File: config.mk
export PLATFORM = sky130hd
export DESIGN_NAME = lerb_seq
export DESIGN_NICKNAME = d
export VERILOG_FILES = /design/src/hdl/lerb_pkg.sv /design/src/hdl/lerb_seq.sv
export SDC_FILE = /design/constraint.sdc
export NUM_CORES = 1
export LEC_CHECK = 0
export ABC_AREA = 1
export BUFFER_PORTS_ARGS = -buffer_cell sky130_fd_sc_hd__buf_4
export CORE_MARGIN = 2
export CORE_UTILIZATION = 55
export DETAILED_ROUTE_END_ITERATION = 7
export PLACE_DENSITY = 0.82
export SLEW_MARGIN = 20
export SYNTH_ARGS = -nofsm -noshare
export SYNTH_HDL_FRONTEND = slang
export SYNTH_SLANG_ARGS = --single-unit
File: constraint.sdc
create_clock -name clock -period 9.4 [get_ports clock]
set_input_delay 1.88 -clock clock [delete_from_list [all_inputs] [get_ports clock]]
set_output_delay 1.88 -clock clock [all_outputs]
set_load 0.005 [all_outputs]
File: src/hdl/lerb_pkg.sv
`default_nettype none
// ----------------------------------------------------------------------------
// lerb_pkg
// Shared types and fixed field widths of the log entry ring buffer.
// ----------------------------------------------------------------------------
package lerb_pkg;

   // fixed field widths
   localparam int OP_W      = 3;
   localparam int DATA_W    = 32;
   localparam int PCOUNT_W  = 6;
   localparam int AMOUNT_W  = 11;
   localparam int USAGE_W   = 10;
   localparam int THRESH_W  = 11;
   localparam int COUNT_W   = 32;

   localparam logic [THRESH_W-1:0] THRESH_RESET = 11'd768;

   // operation codes
   typedef enum logic [OP_W-1:0] {
      OP_ENTRY_START = 3'd0,
      OP_PARAM_WORD  = 3'd1,
      OP_PEEK        = 3'd2,
      OP_RELEASE     = 3'd3,
      OP_CLEAR_ALL   = 3'd4
   } op_type;

   // result status codes
   typedef enum logic [1:0] {
      ST_OK        = 2'd0,
      ST_TOO_LARGE = 2'd1,
      ST_PEEK_FAIL = 2'd2,
      ST_NO_PARAM  = 2'd3
   } status_type;

   // sequencer states
   typedef enum logic [2:0] {
      S_CLEAR  = 3'd0,
      S_IDLE   = 3'd1,
      S_REDUCE = 3'd2,
      S_EXEC   = 3'd3,
      S_PEEK   = 3'd4
   } state_type;

   // result fields that do not depend on the store depth
   typedef struct packed {
      status_type          status;
      logic [DATA_W-1:0]   read_data;
      logic                read_valid;
      logic                overflow;
      logic [COUNT_W-1:0]  release_count;
      logic [COUNT_W-1:0]  words_written;
   } rsp_type;

endpackage
`default_nettype wire

File: src/hdl/lerb_seq.sv
`default_nettype none
// ----------------------------------------------------------------------------
// lerb_seq
// Item sequencer: holds the ring pointers and counters, drives the word
// store, runs the clearing pass and builds one result per item.
// ----------------------------------------------------------------------------
module lerb_seq #(
   parameter int DEPTH_WORDS = 1024,
   parameter int MAX_PARAMS  = 63,
   parameter int PTR_W       = 10
) (
   input  wire logic                            clock,
   input  wire logic                            reset,
   // input items
   input  wire logic                            start,
   output logic                                 busy,
   input  wire logic [lerb_pkg::OP_W-1:0]       req_op,
   input  wire logic [lerb_pkg::DATA_W-1:0]     req_data_word,
   input  wire logic [lerb_pkg::PCOUNT_W-1:0]   req_param_count,
   input  wire logic [lerb_pkg::AMOUNT_W-1:0]   req_amount,
   // word store
   output logic                                 mem_we,
   output logic      [PTR_W-1:0]                mem_waddr,
   output logic      [lerb_pkg::DATA_W-1:0]     mem_wdata,
   output logic      [PTR_W-1:0]                mem_raddr,
   input  wire logic [lerb_pkg::DATA_W-1:0]     mem_rdata,
   // result
   output logic                                 res_valid,
   output lerb_pkg::rsp_type                    res,
   output logic      [PTR_W-1:0]                res_usage
);

   localparam int SUM_W = ((PTR_W > lerb_pkg::AMOUNT_W) ? PTR_W : lerb_pkg::AMOUNT_W) + 1;
   localparam int LEN_W = ((PTR_W > lerb_pkg::PCOUNT_W) ? PTR_W : lerb_pkg::PCOUNT_W) + 2;
   localparam logic [PTR_W-1:0] LAST_ADDR = PTR_W'(DEPTH_WORDS - 1);
   localparam logic [SUM_W-1:0] DEPTH_S   = SUM_W'(DEPTH_WORDS);
   localparam logic [LEN_W-1:0] DEPTH_L   = LEN_W'(DEPTH_WORDS);
   localparam logic [lerb_pkg::PCOUNT_W-1:0] MAX_P = lerb_pkg::PCOUNT_W'(MAX_PARAMS);

   lerb_pkg::state_type                 state_ff, state_in;
   logic [lerb_pkg::OP_W-1:0]           op_ff, op_in;
   logic [lerb_pkg::DATA_W-1:0]         data_ff, data_in;
   logic [lerb_pkg::PCOUNT_W-1:0]       pcount_ff, pcount_in;
   logic [lerb_pkg::AMOUNT_W-1:0]       amount_ff, amount_in;
   logic [PTR_W-1:0]                    wp_ff, wp_in;
   logic [PTR_W-1:0]                    rp_ff, rp_in;
   logic                                ovf_ff, ovf_in;
   logic [lerb_pkg::PCOUNT_W-1:0]       pend_ff, pend_in;
   logic [lerb_pkg::COUNT_W-1:0]        rel_ff, rel_in;
   logic [lerb_pkg::COUNT_W-1:0]        wr_ff, wr_in;
   logic [PTR_W-1:0]                    clr_ff, clr_in;

   logic                                accept;
   logic [PTR_W-1:0]                    usage_cur;
   logic [SUM_W-1:0]                    ptr_sum;
   logic [PTR_W-1:0]                    ptr_mod;
   logic [SUM_W-1:0]                    amt_red;
   logic                                req_amt_big;
   logic                                peek_fail;
   logic [LEN_W-1:0]                    required;
   logic [LEN_W-1:0]                    free_words;
   logic                                too_large;
   logic                                no_room;
   logic [PTR_W-1:0]                    entry_base;

   // words held between the two pointers
   function automatic logic [PTR_W-1:0] usage_of(input logic [PTR_W-1:0] wp,
                                                 input logic [PTR_W-1:0] rp);
      logic [PTR_W:0] diff;
      if (wp >= rp) begin
         diff = {1'b0, wp} - {1'b0, rp};
      end else begin
         diff = (PTR_W+1)'(DEPTH_WORDS) - {1'b0, rp} + {1'b0, wp};
      end
      return diff[PTR_W-1:0];
   endfunction

   // pointer step with wrap at the depth
   function automatic logic [PTR_W-1:0] ptr_inc(input logic [PTR_W-1:0] p);
      return (p == LAST_ADDR) ? '0 : p + PTR_W'(1);
   endfunction

   assign busy   = (state_ff != lerb_pkg::S_IDLE);
   assign accept = start && !busy;

   // shared arithmetic on the latched item
   always_comb begin
      usage_cur   = usage_of(wp_ff, rp_ff);
      ptr_sum     = SUM_W'(rp_ff) + SUM_W'(amount_ff);
      ptr_mod     = (ptr_sum >= DEPTH_S) ? PTR_W'(ptr_sum - DEPTH_S) : PTR_W'(ptr_sum);
      amt_red     = SUM_W'(amount_ff) - DEPTH_S;
      req_amt_big = (SUM_W'(req_amount) >= DEPTH_S);
      peek_fail   = (SUM_W'(amount_ff) >= SUM_W'(usage_cur));
      required    = LEN_W'(pcount_ff) + LEN_W'(1);
      free_words  = DEPTH_L - LEN_W'(usage_cur);
      too_large   = (pcount_ff > MAX_P) || (required > DEPTH_L);
      no_room     = (required > free_words);
      entry_base  = no_room ? '0 : wp_ff;
   end

   // next state
   always_comb begin
      state_in = state_ff;
      case (state_ff)
         lerb_pkg::S_CLEAR: begin
            if (clr_ff == LAST_ADDR) begin
               state_in = lerb_pkg::S_IDLE;
            end
         end
         lerb_pkg::S_IDLE: begin
            if (accept) begin
               if ((lerb_pkg::op_type'(req_op) == lerb_pkg::OP_RELEASE) && req_amt_big) begin
                  state_in = lerb_pkg::S_REDUCE;
               end else begin
                  state_in = lerb_pkg::S_EXEC;
               end
            end
         end
         lerb_pkg::S_REDUCE: begin
            if (amt_red < DEPTH_S) begin
               state_in = lerb_pkg::S_EXEC;
            end
         end
         lerb_pkg::S_EXEC: begin
            case (lerb_pkg::op_type'(op_ff))
               lerb_pkg::OP_PEEK: begin
                  state_in = peek_fail ? lerb_pkg::S_IDLE : lerb_pkg::S_PEEK;
               end
               lerb_pkg::OP_CLEAR_ALL: begin
                  state_in = lerb_pkg::S_CLEAR;
               end
               default: begin
                  state_in = lerb_pkg::S_IDLE;
               end
            endcase
         end
         lerb_pkg::S_PEEK: begin
            state_in = lerb_pkg::S_IDLE;
         end
         default: begin
            state_in = lerb_pkg::S_IDLE;
         end
      endcase
   end

   // datapath, store access and result
   always_comb begin
      op_in      = op_ff;
      data_in    = data_ff;
      pcount_in  = pcount_ff;
      amount_in  = amount_ff;
      wp_in      = wp_ff;
      rp_in      = rp_ff;
      ovf_in     = ovf_ff;
      pend_in    = pend_ff;
      rel_in     = rel_ff;
      wr_in      = wr_ff;
      clr_in     = clr_ff;
      mem_we     = 1'b0;
      mem_waddr  = wp_ff;
      mem_wdata  = data_ff;
      mem_raddr  = ptr_mod;
      res_valid  = 1'b0;
      res.status     = lerb_pkg::ST_OK;
      res.read_data  = '0;
      res.read_valid = 1'b0;
      case (state_ff)
         // zero sweep over the store
         lerb_pkg::S_CLEAR: begin
            mem_we    = 1'b1;
            mem_waddr = clr_ff;
            mem_wdata = '0;
            clr_in    = ptr_inc(clr_ff);
         end
         // capture the item
         lerb_pkg::S_IDLE: begin
            if (accept) begin
               op_in     = req_op;
               data_in   = req_data_word;
               pcount_in = req_param_count;
               amount_in = req_amount;
            end
         end
         // bring a release amount below the depth
         lerb_pkg::S_REDUCE: begin
            amount_in = lerb_pkg::AMOUNT_W'(amt_red);
         end
         lerb_pkg::S_EXEC: begin
            res_valid = 1'b1;
            case (lerb_pkg::op_type'(op_ff))
               lerb_pkg::OP_ENTRY_START: begin
                  if (too_large) begin
                     res.status = lerb_pkg::ST_TOO_LARGE;
                     pend_in    = '0;
                  end else begin
                     // restart at the bottom when the entry does not fit
                     if (no_room) begin
                        ovf_in = 1'b1;
                     end
                     mem_we    = 1'b1;
                     mem_waddr = entry_base;
                     wp_in     = ptr_inc(entry_base);
                     wr_in     = wr_ff + lerb_pkg::COUNT_W'(1);
                     pend_in   = pcount_ff;
                  end
               end
               lerb_pkg::OP_PARAM_WORD: begin
                  if (pend_ff == '0) begin
                     res.status = lerb_pkg::ST_NO_PARAM;
                  end else begin
                     mem_we  = 1'b1;
                     wp_in   = ptr_inc(wp_ff);
                     wr_in   = wr_ff + lerb_pkg::COUNT_W'(1);
                     pend_in = pend_ff - lerb_pkg::PCOUNT_W'(1);
                  end
               end
               lerb_pkg::OP_PEEK: begin
                  // read issued now, result follows with the store data
                  if (peek_fail) begin
                     res.status = lerb_pkg::ST_PEEK_FAIL;
                  end else begin
                     res_valid = 1'b0;
                  end
               end
               lerb_pkg::OP_RELEASE: begin
                  if (ptr_mod == wp_ff) begin
                     rp_in  = '0;
                     wp_in  = '0;
                     ovf_in = 1'b0;
                  end else begin
                     rp_in = ptr_mod;
                  end
                  rel_in = rel_ff + lerb_pkg::COUNT_W'(1);
               end
               lerb_pkg::OP_CLEAR_ALL: begin
                  wp_in   = '0;
                  rp_in   = '0;
                  ovf_in  = 1'b0;
                  pend_in = '0;
                  clr_in  = '0;
               end
               default: begin
                  res.status = lerb_pkg::ST_OK;
               end
            endcase
         end
         // peeked word returns from the store
         lerb_pkg::S_PEEK: begin
            res_valid      = 1'b1;
            res.read_valid = 1'b1;
            res.read_data  = mem_rdata;
         end
         default: begin
            res_valid = 1'b0;
         end
      endcase
      res.overflow      = ovf_in;
      res.release_count = rel_in;
      res.words_written = wr_in;
      res_usage         = usage_of(wp_in, rp_in);
   end

   // control state
   always_ff @(posedge clock) begin
      if (reset) begin
         state_ff <= lerb_pkg::S_CLEAR;
         wp_ff    <= '0;
         rp_ff    <= '0;
         ovf_ff   <= 1'b0;
         pend_ff  <= '0;
         rel_ff   <= '0;
         wr_ff    <= '0;
         clr_ff   <= '0;
      end else begin
         state_ff <= state_in;
         wp_ff    <= wp_in;
         rp_ff    <= rp_in;
         ovf_ff   <= ovf_in;
         pend_ff  <= pend_in;
         rel_ff   <= rel_in;
         wr_ff    <= wr_in;
         clr_ff   <= clr_in;
      end
   end

   // item payload
   always_ff @(posedge clock) begin
      op_ff     <= op_in;
      data_ff   <= data_in;
      pcount_ff <= pcount_in;
      amount_ff <= amount_in;
   end

endmodule
`default_nettype wire

==> impl_metrics.toml <==
[critical_path]
cpPeakStageDelay_ns = 0.50
crit_path_start_kind = "register"
cp_slowest_cell = "dfxtp_1"
cp.required_ns = 7.52
r2r-end = "wp_ff[5]$_SDFF_PP0_"
critPathKind = "register to primary output"
regToRegSetupSlack_ns = 4.76
ff2ff_path_depth = 30
r2r-start = "wp_ff[0]$_SDFF_PP0_"
crit_family = "simple AND/OR/NAND/NOR gates"
arrival_ns = 6.76
crit_path_end_kind = "primary output"
timing.critical_path.mode_cell = "nand2_1"
path_buf_inv = 7
worstPathMaxFanout = 11

[pwr]
peakVddDrop_v = 0.0001212
power_density_nw_per_um2 = 106.5
fin_total_pwr_mw = 1.416
p_leak_nw = 6.640

[route]
via_count = 10960
vias_per_cell = 5.284
firstDrtPassIters = 5
drt_iter0_drc = 756
wl_per_cell_microns = 15.15
wl_mm = 31.41
drcViolationCount = 0
ant_nets = 0

[clocking]
postCtsSetupBuffers = 0
ctsResizeCount = 0
clk_path_buf_depth = 2
clk_latency_ns = 0.44
cts_hold_buf = 0
cts_root_buf = "clkbuf_16"
path_clk_slew_ns = 0.07
cts.sinks = 156
htreeDepth = 4
cts_buffers = 17
cts_tree = "yes"

[layout]
register_area_sq_um = 3643
drive_gt1_share_pct = 18.25
syn_to_final_growth_pct = 25.00
final_nets = 1944
multi_input_area_sq_um = 5732
layout_commonest_cell = "nand2_1"
antenna_cells = 0
final_cell_mix = "nand2_1, inv_1, buf_4, nor2_1, dfxtp_1"
fillCellCount = 1656

[timing]
setup_viol = 0
worst_hold_slack_ns = 0.4961
slew_violations = 0
worstMarginPinSlew_ns = 1.130
hold_violations = 0
period_needed_ns = 8.639
fin_setup_tns_ns = 0
fin_skew_ns = 0.01131
rsz0062_at_grt = "no"
max_freq_ghz = 0.1157
setup_ws_ns = 0.7606
finalCritPeriodShare_pct = 91.91
relSlewSlack_pct = 24.39

[floorplan]
die_area_sq_um = 20460
ios = 252
core_area_sq_um = 18830
die_x_microns = 143.1
start_util_pct = 56.47
die_y_microns = 143.1
rows = 50

[placed_design]
pre_cts_ws_ns = 1.255
port_buffers = 251
hpwlAfterDp_mm = 23.86
globalplace.congestion = 0.9314

[global_routing]
grt_pass1_wl_mm = 48.16
grt-ovfl-total = 0
grtUsageTotal_pct = 29.80
grt_pass1_vias = 9873
grt_max_degree = 60
antenna_found_initial = 0

[synthesis]
synth_top_flop_cell = "dfxtp_1"
ys_ff_latch = 156
synth_edf_count = 52
synthCells = 1567
synth.distinct_cells = 54
async_flop_share_pct = 0
synthesis.nets = 1710
syn_avg_cell_area_sq_um = 6.786
yosysWarnings = 0
syn-cell-area_sq_um = 10630
yosysSeqAreaShare_pct = 34.26

[worst_hold_path]
hp-class = "register to register"
min_from = "clr_ff[1]$_SDFFE_PP0P_"
min_to = "clr_ff[1]$_SDFFE_PP0P_"
hold_depth = 2

[flow_run]
cap_viol_max_count = 0

[run_status]
status = "finished clean"
[per-layer routing]
metal | vias up | wire (microns) | track usage (%)
met5 | - | 0 | 0
met2 | 478 | 14070 | 48.50
li1 | 5496 | - | -
met4 | 0 | 1291 | 13.29
met3 | 88 | 2716 | 5.701
met1 | 4896 | 13330 | 38.47
[state kept, by name (all words and copies together), names as in the netlist]
| signal | count |
|---|---|
| state_ff | 3 |
| wp_ff | 10 |
| pend_ff | 6 |
| rel_ff | 32 |
| pcount_ff | 6 |
| rp_ff | 10 |
| op_ff | 3 |
| wr_ff | 32 |
| amount_ff | 11 |
| clr_ff | 10 |
| ovf_ff | 1 |
| data_ff | 32 |
[report_power, final]
part / switching, mW / leakage (nW) / internal [mW]
Sequential: 0.00105 / 1.30 / 0.696
Clock: 0.322 / 0.262 / 0.348
Combinational: 0.0200 / 5.07 / 0.0282
Total: 0.343 / 6.64 / 1.07
[tightest hold or removal path: cells and delay by family (launching register included)]
family / cells / cell delay (ns)
compound gates: 1 / 0.05
simple gates: 1 / 0.07
flops: 1 / 0.33
[layout make-up]
class	count	share of cell area, %
clock buffers	18	3.229
clock inverters	14	0.9413
inverters	296	8.358
multi-input cells	1075	43.12
flip-flops and latches	156	27.41
well taps	260	2.447
repair buffers	255	14.50
[how the worst max path moves through the flow]
| stage | depth (start not counted) | from | end |
|---|---|---|---|
| global route | 45 | wp_ff[0]$_SDFF_PP0_ | res_usage[9] |
| global placement | 45 | wp_ff[0]$_SDFF_PP0_ | res_usage[9] |
| detailed placement | 45 | wp_ff[0]$_SDFF_PP0_ | res_usage[9] |
| finish | 45 | wp_ff[0]$_SDFF_PP0_ | res_usage[9] |
| floorplan | 45 | wp_ff[0]$_SDFF_PP0_ | res_usage[9] |
| CTS | 45 | wp_ff[0]$_SDFF_PP0_ | res_usage[9] |
[cells by family after synthesis]
| group | count (synthesis) | share of synthesized area, % |
|---|---|---|
| buffers and inverters | 336 | 11.95 |
| adders and majority gates | 56 | 6.801 |
| AOI/OAI and AO/OA | 205 | 11.32 |
| xor gates and xnor gates | 48 | 4.212 |
| DFF | 156 | 34.26 |
| and+or+nand+nor | 766 | 31.45 |
[synthesized netlist by cell type (12+ instances only)]
library cell  number  area [sq um]
nand4_1           16         100.1
nor3_1            38         190.2
xnor2_1           12         105.1
xor2_1            34         297.8
a21oi_1           93         465.5
nor2_1           226         848.3
nand2_1          335          1257
ha_1              53         663.1
nand3_1           95         475.5
edfxtp_1          52          1562
dfxtp_1          104          2082
inv_1            287          1077
o21ai_0           46         230.2
clkbuf_1          25         93.84
o211ai_1          22         165.2
[per-stage QoR]
| step | cells | util (%) | area [sq um] |
|---|---|---|---|
| after global placement | 2041 | 67.53 | 12720 |
| after floorplan | 1567 | - | 10630 |
| final | 2074 | 70.59 | 13290 |
| after detailed placement | 2041 | 67.53 | 12720 |
| after CTS | 2073 | 70.47 | 13270 |
| after global routing | 2074 | 70.59 | 13290 |
Note: power is estimated with default switching activity, not from simulation.
